## config.mk

```make
export PLATFORM = sky130hd
export DESIGN_NAME = sector_extent_allocator_flat
export DESIGN_NICKNAME = d
export VERILOG_FILES = /design/src/hdl/sea_pkg.sv /design/src/hdl/sea_req_if.sv /design/src/hdl/sea_rsp_if.sv /design/src/hdl/sector_extent_allocator.sv /design/src/hdl/sea_ram.sv /design/src/hdl/sea_ctrl.sv /design/src/hdl/sea_dp.sv /design/src/flat_wrapper.sv
export SDC_FILE = /design/constraint.sdc
export NUM_CORES = 2
export LEC_CHECK = 0
export ABC_CLOCK_PERIOD_IN_PS = 10950
export BUFFER_PORTS_ARGS = -buffer_cell sky130_fd_sc_hd__buf_2
export CORE_MARGIN = 2
export CORE_UTILIZATION = 45
export DETAILED_ROUTE_END_ITERATION = 16
export PLACE_DENSITY = 0.62
export SLEW_MARGIN = 25
export SYNTH_ARGS = -nofsm -noshare
export SYNTH_HDL_FRONTEND = slang
export SYNTH_HIERARCHICAL = 1
export SYNTH_SLANG_ARGS = --single-unit
```

## constraint.sdc

```tcl
create_clock -name clk_i -period 10.95 [get_ports clk_i]
set_clock_uncertainty 0.05 [all_clocks]
set_input_delay 1.095 -clock clk_i [delete_from_list [all_inputs] [get_ports clk_i]]
set_output_delay 1.095 -clock clk_i [all_outputs]
set_load 0.01 [all_outputs]
```

## src/hdl/sea_pkg.sv

```systemverilog
// Shared types and constants for the sector extent allocator.
// No dependencies; every other file except sea_ram imports this package.
package sea_pkg;

  localparam int unsigned MAX_EXTENTS_DEFAULT = 64;

  localparam int unsigned ACT_W   = 2;
  localparam int unsigned SEC_W   = 11;
  localparam int unsigned LEN_W   = 19;
  localparam int unsigned SIZE_W  = 12;
  localparam int unsigned EXT_W   = 12;
  localparam int unsigned FDS_W   = 3;
  localparam int unsigned CFG_W   = 11;
  localparam int unsigned CFG_IDX_W = 2;

  localparam logic [CFG_IDX_W-1:0] CFG_FIRST_DATA = 2'd0;
  localparam logic [CFG_IDX_W-1:0] CFG_TOTAL      = 2'd1;

  localparam logic [FDS_W-1:0] FDS_RESET = 3'd2;
  localparam logic [SEC_W-1:0] TOT_RESET = 11'd800;

  typedef enum logic [ACT_W-1:0] {
    ACT_INIT = 2'd0,
    ACT_MARK = 2'd1,
    ACT_FIND = 2'd2
  } action_e;

  typedef enum logic [2:0] {
    WR_NONE      = 3'd0,
    WR_INIT      = 3'd1,
    WR_HEAD      = 3'd2,
    WR_TAIL      = 3'd3,
    WR_SPLIT_NEW = 3'd4
  } wr_sel_e;

  typedef struct packed {
    logic    capture;
    logic    idx_clr;
    logic    idx_inc;
    wr_sel_e wr_sel;
    logic    cnt_init;
    logic    cnt_inc;
    logic    set_corrupt;
    logic    set_found;
    logic    save_end;
    logic    load_out;
  } cmd_t;

  typedef struct packed {
    action_e act;
    logic    size_zero;
    logic    fits;
    logic    contains;
    logic    head;
    logic    tail;
    logic    full;
    logic    last;
    logic    out_busy;
  } sts_t;

endpackage

```

## src/hdl/sea_req_if.sv

```systemverilog
// Request channel: valid/ready handshake with action and range fields.
// Depends on sea_pkg for field widths.
interface sea_req_if;
  import sea_pkg::*;

  logic             valid;
  logic             ready;
  logic [ACT_W-1:0] action;
  logic [SEC_W-1:0] start_sector;
  logic [LEN_W-1:0] length_bytes;

  modport source (output valid, action, start_sector, length_bytes, input ready);
  modport sink   (input valid, action, start_sector, length_bytes, output ready);
endinterface

```

## src/hdl/sea_rsp_if.sv

```systemverilog
// Response channel: valid/ready handshake with find result and corrupt flag.
// Depends on sea_pkg for field widths.
interface sea_rsp_if;
  import sea_pkg::*;

  logic             valid;
  logic             ready;
  logic [SEC_W-1:0] found_sector;
  logic             found;
  logic             corrupt;

  modport source (output valid, found_sector, found, corrupt, input ready);
  modport sink   (input valid, found_sector, found, corrupt, output ready);
endinterface

```

## src/hdl/sector_extent_allocator.sv

```systemverilog
// First-fit free extent table: init, mark range used, find free space.
// One request at a time. A request passes dispatch, then a scan over the entries (for
// mark and find with nonzero length; up to the extent count, at most MAX_EXTENTS),
// then a split state when a mark splits an extent, then the response state. The next
// request is taken only after the result is loaded, later while a result is held off.
// Reset: count 1, corrupt clear, config 2 / 800; RAM contents undefined until init.
module sector_extent_allocator #(
  parameter int unsigned MAX_EXTENTS = sea_pkg::MAX_EXTENTS_DEFAULT
) (
  input  logic                          clk_i,
  input  logic                          rst_ni,
  input  logic                          cfg_we_i,
  input  logic [sea_pkg::CFG_IDX_W-1:0] cfg_idx_i,
  input  logic [sea_pkg::CFG_W-1:0]     cfg_wdata_i,
  sea_req_if.sink                       req_i,
  sea_rsp_if.source                     rsp_o
);
  import sea_pkg::*;

  cmd_t cmd;
  sts_t sts;

  sea_ctrl u_ctrl (
    .clk_i       (clk_i),
    .rst_ni      (rst_ni),
    .req_valid_i (req_i.valid),
    .req_ready_o (req_i.ready),
    .sts_i       (sts),
    .cmd_o       (cmd)
  );

  sea_dp #(
    .MAX_EXTENTS (MAX_EXTENTS)
  ) u_dp (
    .clk_i         (clk_i),
    .rst_ni        (rst_ni),
    .cfg_we_i      (cfg_we_i),
    .cfg_idx_i     (cfg_idx_i),
    .cfg_wdata_i   (cfg_wdata_i),
    .req_action_i  (req_i.action),
    .req_start_i   (req_i.start_sector),
    .req_len_i     (req_i.length_bytes),
    .rsp_ready_i   (rsp_o.ready),
    .rsp_valid_o   (rsp_o.valid),
    .rsp_sector_o  (rsp_o.found_sector),
    .rsp_found_o   (rsp_o.found),
    .rsp_corrupt_o (rsp_o.corrupt),
    .cmd_i         (cmd),
    .sts_o         (sts)
  );

endmodule

```

## src/hdl/sea_ram.sv

```systemverilog
// Generic single-write, single-read RAM with registered read data.
// No dependencies.
module sea_ram #(
  parameter int unsigned WIDTH = 24,
  parameter int unsigned DEPTH = 64
) (
  input  logic                     clk_i,
  input  logic                     we_i,
  input  logic [$clog2(DEPTH)-1:0] waddr_i,
  input  logic [WIDTH-1:0]         wdata_i,
  input  logic [$clog2(DEPTH)-1:0] raddr_i,
  output logic [WIDTH-1:0]         rdata_o
);

  logic [WIDTH-1:0] mem_q [DEPTH];
  logic [WIDTH-1:0] rdata_q;

  always_ff @(posedge clk_i) begin
    if (we_i) begin
      mem_q[waddr_i] <= wdata_i;
    end
    rdata_q <= mem_q[raddr_i];
  end

  assign rdata_o = rdata_q;

endmodule

```

## src/hdl/sea_ctrl.sv

```systemverilog
// Sequencer for the extent allocator: dispatch, table scan, split, response.
// Depends on sea_pkg for the command and status structs.
module sea_ctrl (
  input  logic          clk_i,
  input  logic          rst_ni,
  input  logic          req_valid_i,
  output logic          req_ready_o,
  input  sea_pkg::sts_t sts_i,
  output sea_pkg::cmd_t cmd_o
);
  import sea_pkg::*;

  typedef enum logic [4:0] {
    S_IDLE  = 5'b00001,
    S_DISP  = 5'b00010,
    S_SCAN  = 5'b00100,
    S_SPLIT = 5'b01000,
    S_RESP  = 5'b10000
  } state_e;

  state_e state_q, state_d;

  assign req_ready_o = (state_q == S_IDLE);

  always_comb begin
    state_d = state_q;
    cmd_o   = '0;
    cmd_o.wr_sel = WR_NONE;
    unique case (state_q)
      S_IDLE: begin
        if (req_valid_i) begin
          cmd_o.capture = 1'b1;
          state_d = S_DISP;
        end
      end
      S_DISP: begin
        state_d = S_RESP;
        case (sts_i.act)
          ACT_INIT: begin
            cmd_o.wr_sel   = WR_INIT;
            cmd_o.cnt_init = 1'b1;
          end
          ACT_MARK, ACT_FIND: begin
            if (!sts_i.size_zero) begin
              cmd_o.idx_clr = 1'b1;
              state_d = S_SCAN;
            end
          end
          default: ;
        endcase
      end
      S_SCAN: begin
        if (sts_i.act == ACT_FIND) begin
          if (sts_i.fits) begin
            cmd_o.set_found = 1'b1;
            state_d = S_RESP;
          end else if (sts_i.last) begin
            state_d = S_RESP;
          end else begin
            cmd_o.idx_inc = 1'b1;
          end
        end else begin
          if (sts_i.contains) begin
            state_d = S_RESP;
            if (sts_i.head) begin
              cmd_o.wr_sel = WR_HEAD;
            end else if (sts_i.tail) begin
              cmd_o.wr_sel = WR_TAIL;
            end else if (sts_i.full) begin
              cmd_o.set_corrupt = 1'b1;
            end else begin
              // old entry keeps the head now, tail part is appended next cycle
              cmd_o.wr_sel   = WR_TAIL;
              cmd_o.save_end = 1'b1;
              state_d = S_SPLIT;
            end
          end else if (sts_i.last) begin
            cmd_o.set_corrupt = 1'b1;
            state_d = S_RESP;
          end else begin
            cmd_o.idx_inc = 1'b1;
          end
        end
      end
      S_SPLIT: begin
        cmd_o.wr_sel  = WR_SPLIT_NEW;
        cmd_o.cnt_inc = 1'b1;
        state_d = S_RESP;
      end
      S_RESP: begin
        if (!sts_i.out_busy) begin
          cmd_o.load_out = 1'b1;
          state_d = S_IDLE;
        end
      end
      default: state_d = S_IDLE;
    endcase
  end

  always_ff @(posedge clk_i or negedge rst_ni) begin
    if (!rst_ni) begin
      state_q <= S_IDLE;
    end else begin
      state_q <= state_d;
    end
  end

endmodule

```

## src/hdl/sea_dp.sv

```systemverilog
// Datapath: config registers, request latch, extent RAM, compare logic,
// extent count, corrupt flag and response register. Depends on sea_pkg, sea_ram.
module sea_dp #(
  parameter int unsigned MAX_EXTENTS = sea_pkg::MAX_EXTENTS_DEFAULT
) (
  input  logic                           clk_i,
  input  logic                           rst_ni,
  input  logic                           cfg_we_i,
  input  logic [sea_pkg::CFG_IDX_W-1:0]  cfg_idx_i,
  input  logic [sea_pkg::CFG_W-1:0]      cfg_wdata_i,
  input  logic [sea_pkg::ACT_W-1:0]      req_action_i,
  input  logic [sea_pkg::SEC_W-1:0]      req_start_i,
  input  logic [sea_pkg::LEN_W-1:0]      req_len_i,
  input  logic                           rsp_ready_i,
  output logic                           rsp_valid_o,
  output logic [sea_pkg::SEC_W-1:0]      rsp_sector_o,
  output logic                           rsp_found_o,
  output logic                           rsp_corrupt_o,
  input  sea_pkg::cmd_t                  cmd_i,
  output sea_pkg::sts_t                  sts_o
);
  import sea_pkg::*;

  localparam int unsigned IDX_W = $clog2(MAX_EXTENTS);
  localparam int unsigned CNT_W = $clog2(MAX_EXTENTS + 1);
  localparam int unsigned ENT_W = 2 * EXT_W;
  localparam int unsigned AR_W  = EXT_W + 2;

  // configuration
  logic [FDS_W-1:0] fds_q;
  logic [SEC_W-1:0] tot_q;

  always_ff @(posedge clk_i or negedge rst_ni) begin
    if (!rst_ni) begin
      fds_q <= FDS_RESET;
      tot_q <= TOT_RESET;
    end else if (cfg_we_i) begin
      unique case (cfg_idx_i)
        CFG_FIRST_DATA: fds_q <= cfg_wdata_i[FDS_W-1:0];
        CFG_TOTAL:      tot_q <= cfg_wdata_i[SEC_W-1:0];
        default: ;
      endcase
    end
  end

  // request latch
  action_e           act_q;
  logic [SEC_W-1:0]  sec_q;
  logic [SIZE_W-1:0] size_q;
  logic [LEN_W:0]    len_rnd;

  assign len_rnd = {1'b0, req_len_i} + (LEN_W + 1)'(255);

  always_ff @(posedge clk_i) begin
    if (cmd_i.capture) begin
      act_q  <= action_e'(req_action_i);
      sec_q  <= req_start_i;
      size_q <= len_rnd[LEN_W:8];
    end
  end

  // scan index and extent count
  logic [IDX_W-1:0] idx_q, idx_d;
  logic [CNT_W-1:0] cnt_q, cnt_d;

  always_comb begin
    idx_d = idx_q;
    if (cmd_i.idx_clr) begin
      idx_d = '0;
    end else if (cmd_i.idx_inc) begin
      idx_d = idx_q + IDX_W'(1);
    end
    cnt_d = cnt_q;
    if (cmd_i.cnt_init) begin
      cnt_d = CNT_W'(1);
    end else if (cmd_i.cnt_inc) begin
      cnt_d = cnt_q + CNT_W'(1);
    end
  end

  always_ff @(posedge clk_i or negedge rst_ni) begin
    if (!rst_ni) begin
      idx_q <= '0;
      cnt_q <= CNT_W'(1);
    end else begin
      idx_q <= idx_d;
      cnt_q <= cnt_d;
    end
  end

  // extent RAM; entry word is {start, end}, read data belongs to idx_q
  logic [ENT_W-1:0] rdata;
  logic [ENT_W-1:0] wdata;
  logic [IDX_W-1:0] waddr;
  logic             we;

  sea_ram #(
    .WIDTH (ENT_W),
    .DEPTH (MAX_EXTENTS)
  ) u_ram (
    .clk_i   (clk_i),
    .we_i    (we),
    .waddr_i (waddr),
    .wdata_i (wdata),
    .raddr_i (idx_d),
    .rdata_o (rdata)
  );

  // signed compare arithmetic, two bits of headroom over the stored width
  logic signed [AR_W-1:0] ent_s, ent_e, sec_a, size_a, last_a;
  logic [EXT_W-1:0]       split_end_q;
  logic [EXT_W-1:0]       tot_m1;

  assign ent_s  = AR_W'(signed'(rdata[ENT_W-1:EXT_W]));
  assign ent_e  = AR_W'(signed'(rdata[EXT_W-1:0]));
  assign sec_a  = signed'(AR_W'(sec_q));
  assign size_a = signed'(AR_W'(size_q));
  assign last_a = sec_a + size_a - AR_W'(1);
  assign tot_m1 = EXT_W'(tot_q) - EXT_W'(1);

  always_ff @(posedge clk_i) begin
    if (cmd_i.save_end) begin
      split_end_q <= rdata[EXT_W-1:0];
    end
  end

  always_comb begin
    we    = 1'b1;
    waddr = idx_q;
    wdata = rdata;
    case (cmd_i.wr_sel)
      WR_INIT: begin
        waddr = '0;
        wdata = {EXT_W'(fds_q), tot_m1};
      end
      WR_HEAD: begin
        wdata = {EXT_W'(ent_s + size_a), rdata[EXT_W-1:0]};
      end
      WR_TAIL: begin
        wdata = {rdata[ENT_W-1:EXT_W], EXT_W'(sec_a - AR_W'(1))};
      end
      WR_SPLIT_NEW: begin
        waddr = cnt_q[IDX_W-1:0];
        wdata = {EXT_W'(last_a + AR_W'(1)), split_end_q};
      end
      default: we = 1'b0;
    endcase
  end

  // status
  assign sts_o.act       = act_q;
  assign sts_o.size_zero = (size_q == '0);
  assign sts_o.fits      = (ent_e >= ent_s) && ((ent_e - ent_s) >= (size_a - AR_W'(1)));
  assign sts_o.contains  = (ent_s <= sec_a) && (ent_e >= last_a);
  assign sts_o.head      = (ent_s == sec_a);
  assign sts_o.tail      = (last_a == ent_e);
  assign sts_o.full      = (cnt_q >= CNT_W'(MAX_EXTENTS));
  assign sts_o.last      = ((CNT_W'(idx_q) + CNT_W'(1)) >= cnt_q);
  assign sts_o.out_busy  = rsp_valid_o && !rsp_ready_i;

  // result and sticky flag
  logic             corrupt_q;
  logic             found_q;
  logic [SEC_W-1:0] found_sec_q;
  logic             out_valid_q;
  logic [SEC_W-1:0] out_sec_q;
  logic             out_found_q;
  logic             out_corrupt_q;

  always_ff @(posedge clk_i or negedge rst_ni) begin
    if (!rst_ni) begin
      corrupt_q   <= 1'b0;
      found_q     <= 1'b0;
      out_valid_q <= 1'b0;
    end else begin
      if (cmd_i.set_corrupt) begin
        corrupt_q <= 1'b1;
      end
      if (cmd_i.capture) begin
        found_q <= 1'b0;
      end else if (cmd_i.set_found) begin
        found_q <= 1'b1;
      end
      if (cmd_i.load_out) begin
        out_valid_q <= 1'b1;
      end else if (rsp_ready_i) begin
        out_valid_q <= 1'b0;
      end
    end
  end

  always_ff @(posedge clk_i) begin
    if (cmd_i.set_found) begin
      found_sec_q <= rdata[ENT_W-2:EXT_W];
    end
    if (cmd_i.load_out) begin
      out_sec_q     <= found_q ? found_sec_q : '0;
      out_found_q   <= found_q;
      out_corrupt_q <= corrupt_q;
    end
  end

  assign rsp_valid_o   = out_valid_q;
  assign rsp_sector_o  = out_sec_q;
  assign rsp_found_o   = out_found_q;
  assign rsp_corrupt_o = out_corrupt_q;

endmodule

```

## src/flat_wrapper.sv

```systemverilog
// flat-port wrapper written by rule: the top's interface ports become plain ports
module sector_extent_allocator_flat import sea_pkg::*;
#(
  parameter int unsigned MAX_EXTENTS = sea_pkg::MAX_EXTENTS_DEFAULT
)
  (clk_i, rst_ni, cfg_we_i, cfg_idx_i, cfg_wdata_i, req_i_valid, req_i_action, req_i_start_sector, req_i_length_bytes, req_i_ready, rsp_o_valid, rsp_o_found_sector, rsp_o_found, rsp_o_corrupt, rsp_o_ready);
  sea_req_if req_i_i ();
  sea_rsp_if rsp_o_i ();
  input  logic clk_i;
  input  logic rst_ni;
  input  logic cfg_we_i;
  input  logic [sea_pkg::CFG_IDX_W-1:0] cfg_idx_i;
  input  logic [sea_pkg::CFG_W-1:0] cfg_wdata_i;
  input wire logic [$bits(req_i_i.valid)-1:0] req_i_valid;
  input wire logic [$bits(req_i_i.action)-1:0] req_i_action;
  input wire logic [$bits(req_i_i.start_sector)-1:0] req_i_start_sector;
  input wire logic [$bits(req_i_i.length_bytes)-1:0] req_i_length_bytes;
  output wire logic [$bits(req_i_i.ready)-1:0] req_i_ready;
  output wire logic [$bits(rsp_o_i.valid)-1:0] rsp_o_valid;
  output wire logic [$bits(rsp_o_i.found_sector)-1:0] rsp_o_found_sector;
  output wire logic [$bits(rsp_o_i.found)-1:0] rsp_o_found;
  output wire logic [$bits(rsp_o_i.corrupt)-1:0] rsp_o_corrupt;
  input wire logic [$bits(rsp_o_i.ready)-1:0] rsp_o_ready;
  assign req_i_i.valid = req_i_valid;
  assign req_i_i.action = req_i_action;
  assign req_i_i.start_sector = req_i_start_sector;
  assign req_i_i.length_bytes = req_i_length_bytes;
  assign req_i_ready = req_i_i.ready;
  assign rsp_o_valid = rsp_o_i.valid;
  assign rsp_o_found_sector = rsp_o_i.found_sector;
  assign rsp_o_found = rsp_o_i.found;
  assign rsp_o_corrupt = rsp_o_i.corrupt;
  assign rsp_o_i.ready = rsp_o_ready;
  sector_extent_allocator #(.MAX_EXTENTS(MAX_EXTENTS)) u_core (.clk_i(clk_i), .rst_ni(rst_ni), .cfg_we_i(cfg_we_i), .cfg_idx_i(cfg_idx_i), .cfg_wdata_i(cfg_wdata_i), .req_i(req_i_i), .rsp_o(rsp_o_i));
endmodule
```

==> impl_metrics.csv <==
group,metric,value,unit
pwr,p_sw_share,23.8,%
layout,drive_above_1_share,26.0,%
floorplan,num_io_pins,65,
clock_tree,cts_made_buffers,165,
synthesis,synth-compound-area-share,3.97,%
pwr,p_int,0.0109,W
global_route,antenna_found_initial,11,
worst_setup_path,reg2reg_setup_slack,1.90,ns
clock_tree,clock_sinks,1656,
detailed_routing,drc,0,
worst_setup_path,worst_path_largest_cell_delay,0.74,ns
outcome,status,"finished, final reports clean",
pwr,p_leak,24.1,nW
clock_tree,cts_tree,"done",
detailed_routing,routedWlPerCell,29.4,um
pwr,p_sw,0.00340,W
pwr,p_seq_share,50.9,%
detailed_routing,antenna_left,0,
detailed_routing,routed_wl,173000,um
detailed_routing,first_iter_violations,4012,
timing,period_share,82.6,%
global_route,grt.overflow.total,0,
clock_tree,max-clock-path-buffers,3,
synthesis,ys_ff_latch,1656,
pwr,power.density,186,nW/um2
worst_setup_path,cp.required,11.44,ns
floorplan,fp.dieH,391,um
global_route,grt_pass1_vias,33800,
worst_setup_path,path_buf_inv,5,
clock_tree,cts_root_buffer,"clkbuf_16",
job,drv_cap,0,
synthesis,synthesis.instances,3518,
place,io_buffers,64,
global_route,grt_pass1_wl,247000,um
synthesis,netlist_area,67500,um2
layout,nNetsFinal,3878,
min_path,hold_path.class,"primary input to async pin",
pwr,power_frac_clock,39.1,%
timing,layout_min_cycle_time,9.05,ns
worst_setup_path,endpoint_kind,"register",
timing,fin_setup_tns,0,ns
clock_tree,clkSlewWorstSetupHoldPaths,0.06,ns
synthesis,yosysTopAreaCellShare,71.0,%
synthesis,avgSynthCellArea,19.2,um2
layout,fin_util,51.2,%
clock_tree,clock_latency,0.81,ns
synthesis,synthTopCellsByArea,"edfxtp_1 (71%), mux4_2 (12%), ha_1 (1.9%)",
synthesis,synth_most_common_cell,"edfxtp_1",
worst_setup_path,crit_slowest_cell,"a31oi_4",
clock_tree,h-tree-depth,4,
timing,relSlewSlack,22.4,%
layout,area.growth.synth_to_final,13.4,%
worst_setup_path,crit_fanout,46,
synthesis,async_reset_ff_share,2.11,%
floorplan,num_rows,142,
worst_setup_path,startpoint_type,"register",
synthesis,synth.yosys.warnings,6,
clock_tree,cts_setup_buffers,0,
synthesis,seq_area_frac_synth,73.0,%
timing,slew_viol_final,0,
pwr,pwr-share-comb,9.9,%
worst_setup_path,r2r_end,"u_core/u_dp/u_ram/mem_q[61][10]",
synthesis,yosys.area_share.simple,3.66,%
worst_setup_path,worst_ep_arrival_time,9.54,ns
floorplan,initial_core_util,45.2,%
worst_setup_path,crit_family,"compound AO/OA/AOI/OAI gates",
synthesis,ys_top_cells_by_count,"edfxtp_1 (1,597), mux4_2 (355), nor2_1 (154), mux2i_1 (107), nand2_1 (102)",
floorplan,die_area,153000,um2
synthesis,synth_top_area_cell,"edfxtp_1",
timing,final-hold-violation-count,0,
place,gp_congestion,0.933,
synthesis,synth_top_family_by_area,"multiplexers",
place,dp_hpwl,106000,um
global_route,grt_max_degree,110,
clock_tree,ctsResizeCount,0,
synthesis,synth_enable_flop_cells,1597,
floorplan,core_area,149000,um2
synthesis,syn_nets,3671,
timing,tightest_slew,1.16,ns
worst_setup_path,r2r_cells,32,
synthesis,synthAdderAreaFrac,1.96,%
floorplan,die_x,391,um
pwr,ir_drop,0.000143,V
global_route,grt_util_all_layers,22.7,%
timing,rsz0062_at_grt,"false",
worst_setup_path,critPathKind,"register to register",
detailed_routing,vias_per_cell,5.93,
synthesis,synthXorXnorAreaFrac,1.02,%
detailed_routing,vias,34900,
synthesis,synth_cell_types,87,
worst_setup_path,regToRegStartpoint,"u_core/u_dp/size_q[1]",
clock_tree,holdBufCountCts,0,
synthesis,ys.flop_type,"edfxtp_1",
detailed_routing,first_pass_iters,5,
timing,max_freq,111,MHz
worst_setup_path,cp.depth,32,
timing,setup-violations-final,0,
synthesis,synth_mux_area_share,14.5,%
-- power by group through the flow --
stage	combinational [W]	clock (W)	sequential (W)
global placement	0.00139	0	0.00741
CTS	0.00141	0.00568	0.00727
detailed placement	0.00140	0	0.00740
floorplan	0.000858	0	0.00740
global route	0.00154	0.00592	0.00728
finish	0.00142	0.00558	0.00727
-- cells by family after synthesis --
logic type / count (synthesis)
DFF: 1656
AOI/OAI and AO/OA: 398
muxes: 529
xor gates and xnor gates: 78
and+or+nand+nor: 494
buffers and inverters: 259
adders and majority gates: 104
-- layout make-up --
type / instances / area (um2)
multi-input cells: 1603 / 17500
clock inverters: 87 / 842
fillers: 11900 / 72800
flip-flops and latches: 1656 / 49300
diodes: 6 / 15.0
inverters: 95 / 357
clock buffers: 215 / 4490
well taps: 2016 / 2520
repair buffers: 204 / 1480
-- routing by layer --
metal  vias up  wire (um)  track usage [%]
met5         -         18                0
met4         2       5760             7.43
met3       267      14700             4.18
met2      1580      80000             34.8
met1     18200      72600             33.0
li1      14800          -                -
-- worst register-to-register path, delay by kind of cell (launching register included) --
| kind | cells | cell delay, ns |
|---|---|---|
| XOR/XNOR | 2 | 0.56 |
| AND/OR/NAND/NOR | 9 | 1.97 |
| buffers and inverters | 5 | 1.32 |
| AO/OA/AOI/OAI | 12 | 3.16 |
| flip-flops | 1 | 0.46 |
| adder cells (fa/ha/maj) | 4 | 1.23 |
-- registers in the layout, summed over array words and instances (netlist names), 2 cells and up --
register,cells
u_core/u_dp/rsp_sector_o,11
u_core/u_ctrl/state_q,5
u_core/u_dp/fds_q,3
u_core/u_dp/u_ram/rdata_o,24
u_core/u_dp/sec_q,11
u_core/u_dp/u_ram/mem_q,1536
u_core/u_dp/size_q,12
u_core/u_dp/split_end_q,12
u_core/u_dp/idx_q,6
u_core/u_dp/tot_q,11
u_core/u_dp/found_sec_q,11
u_core/u_dp/cnt_q,7
u_core/u_dp/act_q,2
-- cells in the final DEF, fill, tap and decap left out, drive strengths merged, types with 32 or more instances in the layout --
master	count
mux2	67
a221oi	58
nand3	39
ha	100
clkinv	62
clkbuf	215
edfxtp	1597
a22oi	32
nor2	156
nand2	102
mux4	355
inv	101
o22ai	54
buf	204
a21oi	76
mux2i	107
o21ai	60
xnor2	50
-- worst max-delay path by stage --
stage / from / end
3_5_place_dp: u_core/u_dp/size_q[1] / u_core/u_dp/u_ram/mem_q[41][10]
5_1_grt: u_core/u_dp/size_q[1] / u_core/u_dp/u_ram/mem_q[61][10]
6_report: u_core/u_dp/size_q[1] / u_core/u_dp/u_ram/mem_q[61][10]
2_1_floorplan: u_core/u_dp/size_q[1] / u_core/u_dp/u_ram/mem_q[0][1]
3_3_place_gp: u_core/u_dp/size_q[1] / u_core/u_dp/u_ram/rdata_o[19]
4_1_cts: u_core/u_dp/size_q[1] / u_core/u_dp/u_ram/mem_q[61][10]
-- stage by stage --
stage | power, W | instances | hold slack, ns | setup WS, ns | area [um2]
2_1_floorplan | 0.00826 | 3518 | 0.367 | 2.09 | 67500
3_3_place_gp | 0.00879 | 5567 | 0.386 | 2.25 | 71100
3_5_place_dp | 0.00881 | 5574 | 0.401 | 2.12 | 71200
4_1_cts | 0.0144 | 5876 | 0.355 | 2.07 | 76600
5_1_grt | 0.0147 | 5876 | 0.395 | 1.19 | 76600
6_report | 0.0143 | 5882 | 0.373 | 1.90 | 76600
(Power assumes the default switching activity.)
